==> config.mk <==
export PLATFORM = sky130hd
export DESIGN_NAME = lrkf_encode
export DESIGN_NICKNAME = d
export VERILOG_FILES = /design/src/rtl/core/lrkf_encode.sv
export SDC_FILE = /design/constraint.sdc
export NUM_CORES = 1
export LEC_CHECK = 0
export BUFFER_PORTS_ARGS = -buffer_cell sky130_fd_sc_hd__buf_2
export CORE_MARGIN = 4
export CORE_UTILIZATION = 26
export DETAILED_ROUTE_END_ITERATION = 16
export PLACE_DENSITY = 0.81
export SETUP_SLACK_MARGIN = 0.15
export SLEW_MARGIN = 20
export SYNTH_ARGS = -nofsm -noshare
export SYNTH_HDL_FRONTEND = slang
export SYNTH_SLANG_ARGS = --single-unit
==> constraint.sdc <==
create_clock -name vclk -period 1.1
set_input_delay 0.165 -clock vclk [all_inputs]
set_output_delay 0.165 -clock vclk [all_outputs]
set_load 0.01 [all_outputs]
==> src/rtl/core/lrkf_encode.sv <==
// One-hot match vector to hit flag and binary position.
module lrkf_encode #(
	parameter int unsigned ENTRIES = 64,
	parameter int unsigned IDX_BITS = 6
) (
	input  logic [ENTRIES-1:0]  onehot,
	output logic                hit,
	output logic [IDX_BITS-1:0] pos
);

	always_comb begin
		pos = '0;
		for (int unsigned i = 0; i < ENTRIES; i++) begin
			if (onehot[i]) begin
				pos = pos | IDX_BITS'(i);
			end
		end
	end

	assign hit = |onehot;

endmodule

==> results of run 1 <==
cell families after synthesis:
family,count (synthesis),share of synthesized area (%)
and+or+nand+nor,58,100.0
metrics by stage:
stage               worst slack (ns)  std cells  instance area, um2  hold slack [ns]  util, %
detailed placement           -0.3263        163                1041           0.6563    87.76
floorplan                    0.01029         58               505.5           0.4445        -
global placement             -0.3083        163                1041           0.6483    87.76
==> metrics.md, run 1 <==
| Metric | Value |
|---|---|
| PostCTS Resize Cnt | `34` |
| Post-cts hold buffer count | `0` |
| Top cells by instance count after synthesis | `22 x nor4_1, 10 x nor2_1, 6 x nand4_1` |
| Number of different library cells in the post-synthesis netlist | `10` |
| Warnings from Yosys | `0` |
| Width of the die | `44.78 um` |
| # rows | `12` |
| Final weighted congestion of routability-driven global placement | `0.8621` |
| Most frequently used cell type in the post-synthesis netlist | `nor4_1` |
| Cell type with the largest total area after synthesis | `nor4_1` |
| Total nets after synthesis | `122` |
| Post-synthesis instance area | `351.6 um2` |
| PortBufs | `71` |
| Last stage | `4_1_cts` |
| Fraction of the yosys area taken by sequential cells | `0%` |
| Result of the run | `stopped before the end` |
| Mean instance size in the synthesized netlist | `6.062 um2` |
| Dominant cells by area after synthesis | `nor4_1 39%, nor4_2 18%, nand4_1 11%` |
| I/O pin total | `71` |
| Die height | `44.78 um` |
| # Post-CTS Setup Buffers | `4` |
| Initial standard-cell utilization of the core | `29.64%` |
| Portion of synthesized cell area occupied by the leading cell type | `39.15%` |
| First Err | `[ERROR DPL-0038] Utilization greater than 100%, impossible to legalize` |
| Cell count after synthesis | `58` |
==> run 2: changes to the inputs <==
- CORE_AREA: not set -> 4 4 65 67
- CORE_MARGIN: 4 -> not set
- CORE_UTILIZATION: 26 -> not set
- DIE_AREA: not set -> 0 0 69 71
- PLACE_DENSITY: 0.81 -> not set
- PLACE_DENSITY_LB_ADDON: not set -> 0.15
- SETUP_SLACK_MARGIN: 0.15 -> not set
==> run 2 against run 1 <==
Compared with the run above: the flow now finishes, with violations (negative setup slack); area after synthesis stayed put; synthesized cell count did not move.
==> metrics.md, run 2 <==
| Metric | Value |
|---|---|
| Result of the run | `finished with violations` |
| Violated checks | `negative setup slack` |
| DRC violation total after the first TritonRoute iteration | `7` |
| First-pass iteration count of the detailed router | `4` |
| Max Freq | `713.0 MHz` |
| Fraction of the cycle the final worst path needs | `127.5%` |
| Worst hold path depth | `4` |
| Layout overhead on the synthesized area | `304.3%` |
| Combinational group share of total power | `100.0%` |
| PortBufs | `71` |
| Cell breakdown of the critical path | `buf_8 > nor4_4 > nand3_1 > or3_4 > buf_6` |
| Setup repair after global routing missed its margin | `true` |
| Number of different library cells in the post-synthesis netlist | `10` |
| Antenna violations before repair | `0` |
| Via Count | `876` |
| # rows | `22` |
| Remaining antenna violation count after routing | `0` |
| Final Hold Slack | `0.6496 ns` |
| WL/cell | `14.35 um` |
| Final-report setup violation count | `7` |
| Pint | `218.0 uW` |
| Psw | `171.2 uW` |
| Most common cell after layout, fill and taps aside | `buf_2` |
| Cell count after synthesis | `58` |
| Worst min path class | `input port to primary output` |
| Cell type with the largest total area after synthesis | `nor4_1` |
| Register area | `0 um2` |
| Width of the die | `69 um` |
| Global-route usage over all layers | `11.72%` |
| Crit path largest cell delay | `0.35 ns` |
| Initial standard-cell utilization of the core | `9.676%` |
| Final worst-path setup slack | `-0.3025 ns` |
| Post-cts hold buffer count | `0` |
| Wirelength, routed | `2928 um` |
| Final hold violation count | `0` |
| Final Net Count | `222` |
| Fraction of the yosys area taken by sequential cells | `0%` |
| Relative contribution of the clock network to total power | `0%` |
| Filler cell count in the final layout | `399` |
| Total overflow reported by the global router | `0` |
| N_diodes | `0` |
| Mean instance size in the synthesized netlist | `6.062 um2` |
| Power density over the cells | `273.9 nW/um2` |
| Warnings from Yosys | `0` |
| Residual DRC | `0` |
| Maximum vdd drop | `0.09182 mV` |
| Share of post-route cells with drive strength above 1 | `82.69%` |
| Post-synthesis instance area | `351.6 um2` |
| Die height | `71 um` |
| CP bufs+invs | `2` |
| Cell type group with the largest total delay on the critical path | `simple AND/OR/NAND/NOR gates` |
| Element type at the critical path start | `input port` |
| HPWL after detailed placement | `2532 um` |
| Reg power frac | `0%` |
| Top cells by instance count after synthesis | `22 x nor4_1, 10 x nor2_1, 6 x nand4_1` |
| FFs & Latches | `0` |
| Leakage power summed over all cells | `0.0005378 uW` |
| Vias in the first global route | `1001` |
| Minimum clock period | `1.403 ns` |
| Worst max-slew margin expressed relative to the limit | `77.09%` |
| Dominant cells by area after synthesis | `nor4_1 39%, nor4_2 18%, nand4_1 11%` |
| Ratio of routed vias to standard cells | `4.294` |
| Startpoint-to-endpoint class of the critical path | `input port to primary output` |
| Path length in cells of the critical path | `5` |
| I/O pin total | `71` |
| Critical-path maximum fanout | `3` |
| Wire length of the first global-routing pass | `4761 um` |
| Final Power | `389.3 uW` |
| Final weighted congestion of routability-driven global placement | `0.7783` |
| Portion of synthesized cell area occupied by the leading cell type | `39.15%` |
| Data arrival time of the critical path | `1.24 ns` |
| Required time at the worst-slack endpoint | `0.94 ns` |
| Total nets after synthesis | `122` |
| Final Slew Violations | `0` |
| Die ar. | `4899 um2` |
| CP startpoint | `onehot[63]` |
| Placeable Area | `3633 um2` |
| Transition at the pin with the smallest max-transition slack | `0.3405 ns` |
| Most frequently used cell type in the post-synthesis netlist | `nor4_1` |
| Slowest stage cell on the critical path | `or3_4` |
| Net Sw Frac | `43.99%` |
| Endpoint kind of the worst setup timing path | `primary output` |
| CLK BUF | `0` |
| Maximum Capacitance Violations | `0` |
| Largest net degree at the start of global routing | `4` |
| Commonest cells after routing, fill and taps aside | `49 x buf_2, 26 x buf_4, 18 x buf_6, 17 x nor4_4, 8 x nor2_1` |
| Launch point of the worst hold path | `onehot[1]` |
[run 2: cell counts after synthesis]
No cell type changed its count.
[run 2: per-layer routing]
metal	part of all wire (%)	track usage, %	wire, um	vias up
met4	0	0	0	0
met1	38	13.70	1124	386
met3	9.7	3.409	285	0
met5	0	0	0	-
li1	-	-	-	449
met2	52	22.35	1518	41
[run 2: worst paths after layout]
check | endpoint
worst max-delay path | pos[4]
worst min-delay path | pos[0]
[run 2: layout make-up]
class | count | area [um2] | share of cell area, %
repair buffers | 98 | 718.2 | 50.53
multi-input cells | 58 | 643.1 | 45.25
well taps | 48 | 60.06 | 4.225
[run 2: kinds of logic after synthesis]
group | count (synthesis) | synth area share (%)
simple gates | 58 | 100.0
[run 2: power groups by stage]
stage               sequential [uW]  clock (uW)  combinational (uW)
floorplan                         0           0                35.1
global placement                  0           0                 258
detailed placement                0           0                 261
CTS                               0           0                 358
global route                      0           0                 418
finish                            0           0                 389
[run 2: through the flow]
| step | setup slack [ns] | cells | cell area, um2 | utilization [%] | TNS, ns |
|---|---|---|---|---|---|
| after floorplan | 0.007499 | 58 | 430.4 | - | 0 |
| after detailed placement | -0.4368 | 201 | 1026 | 28.24 | -2.331 |
| after global placement | -0.4798 | 201 | 1026 | 28.24 | -2.365 |
| after CTS | -0.3151 | 204 | 1319 | 36.29 | -1.539 |
| after global routing | -0.3454 | 204 | 1421 | 39.12 | -1.975 |
| final | -0.3025 | 204 | 1421 | 39.12 | -1.449 |
[run 2: what timing repair did]
| item | in CTS | in global routing |
|---|---|---|
| buffers inserted | 4 | 0 |
| resized for setup | 50 | 24 |
| pin swaps | 21 | 7 |
| setup endpoints to repair | 7 | 7 |
Note: power is estimated with default switching activity, not from simulation.
==> run 3: changes to the inputs <==
- TNS_END_PERCENT: not set -> 10
==> run 3 against run 2 <==
Compared with the run above: the run still ends with negative setup slack left; flip-flop and latch count unchanged; core utilization decreased by 4.7 points; via count grew 2.9%; maximum frequency hardly changed; cell count up 0.49%; total power fell by 16%; critical path depth did not move; setup slack barely moved; worst hold slack better by 0.024 ns; global-route usage decreased by 0.85 points; combinational power down 16%; clock-buffer cell count is the same; largest cell class unchanged.
==> metrics.md, run 3 (synthesis gave the netlist of run 2 again) <==
| Metric | Value |
|---|---|
| Width of the die | `69 um` |
| Required time at the worst-slack endpoint | `0.94 ns` |
| Total overflow reported by the global router | `0` |
| First-pass iteration count of the detailed router | `2` |
| FFs & Latches | `0` |
| Layout overhead on the synthesized area | `255.5%` |
| Result of the run | `finished with violations` |
| Wire length of the first global-routing pass | `4581 um` |
| N_diodes | `0` |
| Worst min path class | `input port to primary output` |
| Transition at the pin with the smallest max-transition slack | `0.3266 ns` |
| CLK BUF | `0` |
| Setup repair after global routing missed its margin | `true` |
| Remaining antenna violation count after routing | `0` |
| Die ar. | `4899 um2` |
| Maximum Capacitance Violations | `0` |
| Reg power frac | `0%` |
| DRC violation total after the first TritonRoute iteration | `22` |
| Most common cell after layout, fill and taps aside | `buf_2` |
| Share of post-route cells with drive strength above 1 | `78.34%` |
| Vias in the first global route | `976` |
| Largest net degree at the start of global routing | `4` |
| Final Net Count | `223` |
| Relative contribution of the clock network to total power | `0%` |
| Final-report setup violation count | `7` |
| Register area | `0 um2` |
| Leakage power summed over all cells | `0.0005009 uW` |
| Final hold violation count | `0` |
| Net Sw Frac | `45.22%` |
| I/O pin total | `71` |
| Worst max-slew margin expressed relative to the limit | `78.02%` |
| Residual DRC | `0` |
| Endpoint kind of the worst setup timing path | `primary output` |
| Via Count | `901` |
| Final worst-path setup slack | `-0.3026 ns` |
| Element type at the critical path start | `input port` |
| Initial standard-cell utilization of the core | `9.676%` |
| Max Freq | `713.0 MHz` |
| Placed cell count | `202` |
| Final weighted congestion of routability-driven global placement | `0.8423` |
| HPWL after detailed placement | `2489 um` |
| Fraction of the cycle the final worst path needs | `127.5%` |
| Global-route usage over all layers | `10.87%` |
| Launch point of the worst hold path | `onehot[1]` |
| Worst hold path depth | `4` |
| Filler cell count in the final layout | `409` |
| WL/cell | `13.66 um` |
| Final Slew Violations | `0` |
| CP startpoint | `onehot[23]` |
| # rows | `22` |
| End point of the worst hold path | `pos[0]` |
| Commonest cells after routing, fill and taps aside | `60 x buf_2, 29 x buf_4, 11 x nor4_4, 10 x buf_6` |
| Placeable Area | `3633 um2` |
| Die height | `71 um` |
| Data arrival time of the critical path | `1.24 ns` |
| Final Hold Slack | `0.6736 ns` |
| Post-layout instance count excluding filler cells | `205` |
| Combinational group share of total power | `100.0%` |
| Antenna violations before repair | `0` |
| Wirelength, routed | `2801 um` |
| Power density over the cells | `262.6 nW/um2` |
| Minimum clock period | `1.403 ns` |
| PortBufs | `71` |
| Final Power | `328.3 uW` |
| Final Core Density | `34.40%` |
| Violated checks | `negative setup slack` |
| Psw | `148.5 uW` |
| Startpoint-to-endpoint class of the critical path | `input port to primary output` |
| Maximum vdd drop | `0.06519 mV` |
| Pint | `179.8 uW` |
| Critical-path maximum fanout | `3` |
| Ratio of routed vias to standard cells | `4.395` |
[run 3: cell count changes in the layout (fill, tap and decap cells not counted), sizes merged]
cell  previous run  this run
buf             98        99
[run 3: final cells by class]
cell class	instances	area, um2	share of cell area [%]
Multi-Input combinational cell	58	559.3	44.74
Tap cell	48	60.06	4.805
Timing Repair Buffer	99	630.6	50.45
[run 3: stage by stage]
| step | area (um2) | setup WS [ns] | TNS (ns) |
|---|---|---|---|
| 2_1_floorplan | 415.4 | -0.004689 | -0.004871 |
| 3_3_place_gp | 1018 | -0.3783 | -2.213 |
| 3_5_place_dp | 1018 | -0.3929 | -2.248 |
| 4_1_cts | 1164 | -0.3198 | -1.752 |
| 5_1_grt | 1250 | -0.3413 | -2.129 |
| 6_report | 1250 | -0.3026 | -1.585 |
[run 3: timing repair]
action                                  4_1_cts  5_1_grt
resized for setup                            21       15
setup buffers                                 0        3
pin swaps                                     4       10
endpoints found under the setup margin        7        7
hold buffers                                  0        0
[run 3: critical path: stages]
cell and delay, ns:
buf_6 0.10, nor4_4 0.30, nand3_1 0.13, or3_4 0.41, buf_6 0.13
[run 3: worst max-delay path by stage]
stage               slack (ns)     end
global route             -0.34  pos[4]
detailed placement       -0.39     hit
CTS                      -0.32  pos[4]
global placement         -0.38  pos[4]
finish                   -0.30  pos[4]
floorplan               -0.005  pos[1]
[run 3: layer usage]
layer | wire [um] | GRT usage, %
met5 | 0 | 0
met3 | 271 | 3.551
met2 | 1402 | 19.60
met4 | 0 | 0
met1 | 1127 | 13.37
[run 3: power groups by stage]
stage | registers, uW | logic (uW) | clock network (uW)
after floorplan | 0 | 33.7 | 0
after global placement | 0 | 256 | 0
after detailed placement | 0 | 260 | 0
after CTS | 0 | 308 | 0
after global routing | 0 | 359 | 0
final | 0 | 328 | 0
