==> config.mk <==
export PLATFORM = sky130hd
export DESIGN_NAME = lrkf_cell
export DESIGN_NICKNAME = d
export VERILOG_FILES = /design/src/rtl/core/lrkf_cell.sv
export SDC_FILE = /design/constraint.sdc
export NUM_CORES = 1
export LEC_CHECK = 0
export ABC_CLOCK_PERIOD_IN_PS = 3400
export BUFFER_PORTS_ARGS = -buffer_cell sky130_fd_sc_hd__buf_2
export CELL_PAD_IN_SITES_DETAIL_PLACEMENT = 1
export CELL_PAD_IN_SITES_GLOBAL_PLACEMENT = 2
export CORE_AREA = 2 2 94 133
export DETAILED_ROUTE_END_ITERATION = 10
export DIE_AREA = 0 0 96 135
export PLACE_DENSITY_LB_ADDON = 0.1
export SYNTH_ARGS = -nofsm -noshare
export SYNTH_HDL_FRONTEND = slang
export SYNTH_SLANG_ARGS = --single-unit
==> constraint.sdc <==
create_clock -name clk -period 3.4 [get_ports clk]
set_clock_uncertainty 0.2 [all_clocks]
set_input_delay 0.34 -clock clk [delete_from_list [all_inputs] [get_ports clk]]
set_output_delay 0.34 -clock clk [all_outputs]
set_load 0.01 [all_outputs]
==> src/rtl/core/lrkf_cell.sv <==
// One entry of the recency chain: key storage, match compare and shift toward the back.
module lrkf_cell #(
	parameter int unsigned KEY_BITS = 64,
	parameter int unsigned CNT_BITS = 7,
	parameter int unsigned IDX_BITS = 6,
	parameter int unsigned IDX = 0
) (
	input  logic                clk,
	input  logic [KEY_BITS-1:0] lookup_key,
	input  logic [KEY_BITS-1:0] prev_key,
	input  logic [CNT_BITS-1:0] count,
	input  logic [IDX_BITS-1:0] limit,
	input  logic                update,
	output logic [KEY_BITS-1:0] stored_key,
	output logic                match
);

	logic [KEY_BITS-1:0] key_q;

	always_ff @(posedge clk) begin
		if (update && (IDX_BITS'(IDX) <= limit)) begin
			key_q <= prev_key;
		end
	end

	assign stored_key = key_q;
	assign match = (count > CNT_BITS'(IDX)) && (key_q == lookup_key);

endmodule

==> results of run 1 <==
-- through the flow --
stage          util [%]  power, mW  hold slack, ns
3_3_place_gp       33.0       1.28           0.316
2_1_floorplan         -       1.12           0.239
3_5_place_dp       33.0       1.29           0.318
4_1_cts            41.0       2.30           0.466
5_1_grt            41.0       2.38           0.497
6_report           41.0       2.26           0.448
-- kinds of logic after synthesis --
family                 synth area share (%)
AO/OA/AOI/OAI                         0.377
buffers and inverters                 0.141
XOR/XNOR                               21.4
flip-flops                             72.4
AND/OR/NAND/NOR                        5.70
-- what timing repair did --
item	4_1_cts	5_1_grt
hold buffers	64	0
gates resized for setup	0	0
hold endpoints to repair	64	0
-- final cells by class --
type | instances | area (um2)
fillers | 1307 | 6900
flip-flops and latches | 64 | 1920
repair buffers | 266 | 1670
multi-input cells | 88 | 729
clock buffers | 10 | 229
well taps | 147 | 184
clock inverters | 5 | 72.6
-- cell usage after synthesis --
cell       number  area [um2]
a2111oi_1       1        10.0
clkbuf_1        1        3.75
edfxtp_1       64        1920
nand3_1         1        5.00
nand4_1         9        56.3
nor3_1          1        5.00
nor3_2          1        10.0
nor4_1         10        62.6
nor4_2          1        12.5
xnor2_1        27         236
xnor2_2         1        16.3
xor2_1         36         315
-- layer usage --
| layer | vias to the layer above | part of all wire, % |
|---|---|---|
| met1 | 1043 | 34 |
| met2 | 131 | 53 |
| met3 | 10 | 11 |
| met4 | 0 | 1.5 |
| li1 | 1123 | - |
| met5 | - | 0 |
-- power groups by stage --
stage	clock, mW	combinational, mW	sequential (mW)
floorplan	0	0.0870	1.03
global placement	0	0.284	0.997
detailed placement	0	0.285	1.00
CTS	0.970	0.346	0.986
global route	1.02	0.373	0.993
finish	0.941	0.338	0.984
-- how the worst max path moves through the flow --
stage	from	to	slack, ns	cells past startpoint
final	stored_key[31]$_DFFE_PP_	match	0.91	6
after global routing	stored_key[31]$_DFFE_PP_	match	0.70	6
after CTS	stored_key[14]$_DFFE_PP_	match	0.84	6
after detailed placement	lookup_key[14]	match	1.17	7
after global placement	lookup_key[23]	match	1.18	7
after floorplan	update	stored_key[0]$_DFFE_PP_	0.67	1
==> impl_metrics.ini, run 1 <==
[synthesis]
synth.cell_area_um2 = 2660
syn_avg_cell_area_um2 = 17.4
synth_seq_cells = 64
ys_seq_area_share_pct = 72.4
yosysWarnings = 0
yosysUniqueCellTypes = 12
synthCells = 153
synthesis.nets = 296

[power]
swShare_pct = 21.8
power.density_nw_per_um2 = 471
share_comb_of_total_power_pct = 14.9
ir_drop_mv = 0.243
p_seq_share_pct = 43.5
leakagePower_nw = 2.07
clockPowerShare_pct = 41.6
p_int_mw = 1.77
power.switching_mw = 0.494

[timing]
setup_tns_ns = 0
rsz0062_at_grt = false
fin_crit_sh_pct = 73.4
worst_pin_slew_ns = 0.784
final_max_slew_viol_count = 0
postLayoutSetupSlackWorst_ns = 0.906
min_period_ns = 2.49
finalHoldViolCount = 0
setup_viol = 0
slew_headroom_pct = 47.8
fmax_ghz = 0.401

[min_path]
min_to = stored_key[1]$_DFFE_PP_
hold_path_class = in2reg
min_from = update
worstHoldPathCells = 1

[placed_design]
place.gp.congestion = 0.669
hpwl_mm = 6.60
place.port_buffers = 201
place_area_um2 = 3860
post-place-cells = 501
place_ws_ns = 1.17

[grt]
track_usage_pct = 12.9
grt_use_met2_pct = 23.2
grt_antenna_before_repair = 0
grt-ovfl-total = 0
grt_start_max_net_pins = 34
grt_pass1_vias = 2604
busiest_layer = met2
use_met3_pct = 6.03
use_met1_pct = 12.5
grt_pass1_wl_mm = 12.4

[critical_path]
startpoint_type = flop
cp_num_buf_inv = 1
crit_chain = xnor2_1 -> nand4_1 -> a2111oi_1 -> nand3_1 -> nor3_2 -> buf_2
cp.required_ns = 2.86
cp-end-kind = primary output
max_stage_delay_ns = 0.47
path_class = reg2out
worst_ep_arrival_time_ns = 1.95
path_max_fanout = 2
cp_top_family = compound AO/OA/AOI/OAI gates
crit_slowest_cell = a2111oi_1

[die]
fp.dieH_um = 135
dieArea_um2 = 13000
rows = 47
die_w_um = 96
placeableCoreArea_um2 = 11700
io_pins = 208
initial_core_util_pct = 22.7

[routing]
vias = 2307
viasPerCell = 3.98
drc_errors = 0
wl_mm = 8.30
ant_nets = 0
dr.pass1.iters = 4
drtIter0Drc = 34
wl_per_cell_um = 14.3

[cells_and_area]
area_growth_pct = 80.9
design_area_um2 = 4800
fin_cells = 580
layout_common_cells = 201 x buf_2, 64 x dlygate4sd3_1, 64 x edfxtp_1, 36 x xor2_1, 27 x xnor2_1
diodes = 0
final_nets = 572
drive_above_1_share_pct = 50.1
layout_commonest_cell = buf_2
largest_register_ffs = 64

[cts]
cts_setup_buffers = 0
htree_levels = 3
cts_buffers = 9
cts_tree = built
cts_root_buffer = clkbuf_16
clockBufferDepth = 2
clkSinkCount = 64
clk_pin_slew_worst_paths_ns = 0.05

[outcome]
status = complete, no violations

[run]
drv_cap = 0
Note: power is estimated with default switching activity, not from simulation.
==> run 2, diff against run 1 <==
--- a/config.mk
+++ b/config.mk
@@ -5,13 +5,13 @@
 export SDC_FILE = /design/constraint.sdc
 export NUM_CORES = 1
 export LEC_CHECK = 0
-export ABC_CLOCK_PERIOD_IN_PS = 3400
+export ABC_CLOCK_PERIOD_IN_PS = 2050
 export BUFFER_PORTS_ARGS = -buffer_cell sky130_fd_sc_hd__buf_2
 export CELL_PAD_IN_SITES_DETAIL_PLACEMENT = 1
 export CELL_PAD_IN_SITES_GLOBAL_PLACEMENT = 2
-export CORE_AREA = 2 2 94 133
+export CORE_AREA = 2 2 99 139
 export DETAILED_ROUTE_END_ITERATION = 10
-export DIE_AREA = 0 0 96 135
+export DIE_AREA = 0 0 101 141
 export PLACE_DENSITY_LB_ADDON = 0.1
 export SYNTH_ARGS = -nofsm -noshare
 export SYNTH_HDL_FRONTEND = slang
==> constraint.sdc (replaced) <==
create_clock -name clk -period 2.05 [get_ports clk]
set_clock_uncertainty 0.2 [all_clocks]
set_input_delay 0.205 -clock clk [delete_from_list [all_inputs] [get_ports clk]]
set_output_delay 0.205 -clock clk [all_outputs]
set_load 0.01 [all_outputs]
==> impl_metrics.ini, run 2 (synthesized netlist as in run 1, its figures left out) <==
[power]
share_comb_of_total_power_pct = 15.5
total_power_mw = 3.83
clockPowerShare_pct = 42.0
power.switching_mw = 0.870
swShare_pct = 22.7
leakagePower_nw = 2.11
p_int_mw = 2.96
ir_drop_mv = 0.502
power.density_nw_per_um2 = 779
p_seq_share_pct = 42.5

[timing]
fmax_ghz = 0.443
final_max_slew_viol_count = 0
fin_crit_sh_pct = 110
rsz0062_at_grt = true
slew_headroom_pct = 69.6
finalHoldViolCount = 0
worst_pin_slew_ns = 0.452
postLayoutSetupSlackWorst_ns = -0.208
min_period_ns = 2.26
setup_tns_ns = -0.208
setup_viol = 1

[critical_path]
path_max_fanout = 2
max_stage_delay_ns = 0.40
cp-end-kind = primary output
cp.required_ns = 1.64
path_class = reg2out
startpoint_type = flop
crit_start = stored_key[25]$_DFFE_PP_
crit_chain = xnor2_1 -> nand4_1 -> a2111oi_4 -> nand3_1 -> nor3_2 -> buf_2
crit_slowest_cell = edfxtp_1
worst_ep_arrival_time_ns = 1.85

[routing]
wl_mm = 8.62
ant_nets = 0
drtIter0Drc = 18
wl_per_cell_um = 14.5
vias = 2353
drc_errors = 0
viasPerCell = 3.97
dr.pass1.iters = 4

[outcome]
failed_checks = setup timing
status = finished, violations left

[min_path]
min_to = stored_key[22]$_DFFE_PP_
min_from = update
worstHoldPathCells = 2
hold_path_class = in2reg

[cts]
htree_levels = 3
cts_tree = built
clockBufferDepth = 2
clk_pin_slew_worst_paths_ns = 0.06
cts_root_buffer = clkbuf_16
cts_buffers = 9
clkSinkCount = 64

[grt]
grt_pass1_wl_mm = 12.7
grt-ovfl-total = 0
track_usage_pct = 12.0
grt_antenna_before_repair = 0
grt_start_max_net_pins = 65
grt_pass1_vias = 2544

[placed_design]
hpwl_mm = 6.56
place_ws_ns = -0.0537
place.gp.congestion = 0.726
place.port_buffers = 201

[cells_and_area]
diodes = 0
largest_register_ffs = 64
layout_commonest_cell = buf_2
area_growth_pct = 85.2
drive_above_1_share_pct = 52.6
final_nets = 575
layout_common_cells = 201 x buf_2, 64 x dlygate4sd3_1, 64 x edfxtp_1, 36 x xor2_1, 22 x xnor2_1
fillers = 1446

[run]
drv_cap = 0

[die]
initial_core_util_pct = 20.2
rows = 50
dieArea_um2 = 14200
fp.dieH_um = 141
io_pins = 208
placeableCoreArea_um2 = 13100
die_w_um = 101
-- run 2: routing by layer --
layer | global-route usage (%) | vias to the layer above | part of all wire, %
met1 | 10.9 | 1072 | 33
met3 | 5.50 | 10 | 11
met2 | 22.4 | 135 | 55
met5 | 0 | - | 0
li1 | - | 1136 | -
met4 | 5.19 | 0 | 1.7
-- run 2: layout make-up --
cell class                 instances  area, um2  area share (%)
multi-input combinational         88        797            16.2
timing repair buffer             269       1690            34.4
tap                              156        195            3.97
clock buffer                      10        229            4.66
clock inverter                     6       83.8            1.71
sequential                        64       1920            39.1
-- run 2: metrics by stage --
stage	area (um2)	std cells	utilization (%)	hold slack (ns)
4_1_cts	4870	593	37.0	0.215
3_5_place_dp	3890	512	29.6	0.183
2_1_floorplan	2660	153	-	0.104
6_report	4920	593	37.4	0.216
5_1_grt	4920	593	37.4	0.225
3_3_place_gp	3890	512	29.6	0.182
-- run 2: power by group through the flow --
stage | clock (mW) | sequential, mW | combinational [mW]
final | 1.61 | 1.63 | 0.594
after floorplan | 0 | 1.71 | 0.145
after global routing | 1.71 | 1.64 | 0.649
after global placement | 0 | 1.65 | 0.485
after detailed placement | 0 | 1.66 | 0.486
after CTS | 1.67 | 1.63 | 0.593
-- run 2: critical path, delay by kind of cell, from the launching register on --
family                    cells  cell delay [ns]
and+or+nand+nor               3             0.47
buffers and inverters         1             0.16
DFF                           1             0.40
AOI/OAI and AO/OA             1             0.35
xor gates and xnor gates      1             0.15
-- run 2: how the worst max path moves through the flow --
| stage | endpoint | cells past startpoint |
|---|---|---|
| 2_1_floorplan | match | 5 |
| 3_3_place_gp | match | 6 |
| 3_5_place_dp | match | 6 |
| 4_1_cts | match | 6 |
| 5_1_grt | match | 6 |
| 6_report | match | 6 |
-- run 2: what timing repair did --
action                     4_1_cts  5_1_grt
resized for setup                3        6
hold endpoints to repair        64        0
pin swaps                        8       11
setup endpoints to repair        1        1
setup buffers                    1        0
hold buffers                    64        0
cloned                           0        0
==> run 3, diff against run 2 <==
--- a/config.mk
+++ b/config.mk
@@ -5,7 +5,7 @@
 export SDC_FILE = /design/constraint.sdc
 export NUM_CORES = 1
 export LEC_CHECK = 0
-export ABC_CLOCK_PERIOD_IN_PS = 2050
+export ABC_CLOCK_PERIOD_IN_PS = 1850
 export BUFFER_PORTS_ARGS = -buffer_cell sky130_fd_sc_hd__buf_2
 export CELL_PAD_IN_SITES_DETAIL_PLACEMENT = 1
 export CELL_PAD_IN_SITES_GLOBAL_PLACEMENT = 2
==> constraint.sdc (replaced) <==
create_clock -name clk -period 1.85 [get_ports clk]
set_clock_uncertainty 0.2 [all_clocks]
set_input_delay 0.185 -clock clk [delete_from_list [all_inputs] [get_ports clk]]
set_output_delay 0.185 -clock clk [all_outputs]
set_load 0.01 [all_outputs]
==> impl_metrics.ini, run 3 (synthesized netlist as in run 1, its figures left out) <==
[outcome]
status = finished, violations left
failed_checks = setup timing

[grt]
grt_start_max_net_pins = 33
grt_antenna_before_repair = 0
use_met3_pct = 5.75
busiest_layer = met2
grt_pass1_wl_mm = 12.6
track_usage_pct = 11.9
use_met1_pct = 10.8
grt_use_met2_pct = 21.8
grt_pass1_vias = 2641
grt-ovfl-total = 0

[critical_path]
path_max_fanout = 2
crit_end = match
crit_chain = xnor2_1 -> nand4_1 -> a2111oi_2 -> nand3_1 -> nor3_2 -> buf_2
crit_slowest_cell = edfxtp_1
crit_cells = 6
max_stage_delay_ns = 0.41
cp.required_ns = 1.46
cp-end-kind = primary output
worst_ep_arrival_time_ns = 1.85
startpoint_type = flop
cp_top_family = simple AND/OR/NAND/NOR gates
crit_start = stored_key[34]$_DFFE_PP_
cp_num_buf_inv = 1
path_class = reg2out

[routing]
vias = 2372
dr.pass1.iters = 3
drc_errors = 0
drtIter0Drc = 28
wl_mm = 8.54
wl_per_cell_um = 14.2
ant_nets = 0
viasPerCell = 3.95

[timing]
finalHoldViolCount = 0
min_period_ns = 2.24
setup_viol = 1
slew_headroom_pct = 78.1
postLayoutSetupSlackWorst_ns = -0.387
final_max_slew_viol_count = 0
worst_pin_slew_ns = 0.326
fin_crit_sh_pct = 121
rsz0062_at_grt = true
setup_tns_ns = -0.387
fmax_ghz = 0.447

[die]
initial_core_util_pct = 20.2
rows = 50
placeableCoreArea_um2 = 13100
die_w_um = 101
io_pins = 208
fp.dieH_um = 141
dieArea_um2 = 14200

[cells_and_area]
area_growth_pct = 84.2
fillers = 1461
largest_register_ffs = 64
final_util_pct = 37.2
final_nets = 585
layout_commonest_cell = buf_2
diodes = 0
fin_cells = 601
layout_common_cells = 201 x buf_2, 64 x dlygate4sd3_1, 64 x edfxtp_1, 36 x xor2_1, 27 x xnor2_1
drive_above_1_share_pct = 51.9

[min_path]
worstHoldPathCells = 1
hold_path_class = in2reg

[cts]
cts_root_buffer = clkbuf_16
htree_levels = 3
cts_setup_buffers = 0
cts_tree = built
cts_buffers = 9
clk_pin_slew_worst_paths_ns = 0.05
clkSinkCount = 64
clockBufferDepth = 2

[placed_design]
place.port_buffers = 201
hpwl_mm = 6.82
place.gp.congestion = 0.723
post-place-cells = 523

[power]
power.density_nw_per_um2 = 795
leakagePower_nw = 2.11
ir_drop_mv = 0.393
total_power_mw = 3.89

[run]
drv_cap = 0
-- run 3: changes by cell type in the layout (fill, tap and decap cells not counted), sizes merged --
| cell | before | now |
|---|---|---|
| buf | 205 | 215 |
| bufinv | 2 | 0 |
| clkbuf | 10 | 11 |
| clkinv | 2 | 3 |
| clkinvlp | 2 | 0 |
-- run 3: through the flow --
step / worst slack (ns) / hold slack, ns / instance area [um2]
floorplan: 0.134 / 0.0839 / 2660
global placement: -0.200 / 0.162 / 3980
detailed placement: -0.223 / 0.163 / 3980
CTS: -0.488 / 0.0637 / 4890
global route: -0.598 / 0.0755 / 4890
finish: -0.387 / 0.0695 / 4890
-- run 3: final cells by class --
class	count	area (um2)	area share, %
Sequential cell	64	1920	39.3
Timing Repair Buffer	279	1780	36.3
Multi-Input combinational cell	88	753	15.4
Clock buffer	11	233	4.76
Tap cell	156	195	3.99
Clock inverter	3	11.3	0.230
-- run 3: worst min-delay path by stage --
stage	start	end	slack (ns)
3_3_place_gp	prev_key[14]	stored_key[14]$_DFFE_PP_	0.16
3_5_place_dp	prev_key[14]	stored_key[14]$_DFFE_PP_	0.16
6_report	update	stored_key[38]$_DFFE_PP_	0.07
4_1_cts	update	stored_key[35]$_DFFE_PP_	0.06
5_1_grt	update	stored_key[11]$_DFFE_PP_	0.08
2_1_floorplan	prev_key[0]	stored_key[0]$_DFFE_PP_	0.08
-- run 3: timing repair --
item                                   CTS  global route
resized for setup                        4             0
pin swaps                                3             1
endpoints found under the hold margin   64             0
hold buffers                            64             0
cloned                                   0             0
setup endpoints to repair                1             1
-- run 3: power by group --
group | total (mW) | switching, mW | internal [mW]
sequential | 1.80 | 0.0707 | 1.73
combinational | 0.670 | 0.281 | 0.389
clock | 1.41 | 0.539 | 0.875
total | 3.89 | 0.891 | 3.00
-- run 3: routing by layer --
layer | share of wire (%) | wire length [um]
met1 | 33 | 2840
met2 | 53 | 4540
met3 | 12 | 1010
met4 | 1.7 | 148
met5 | 0 | 0
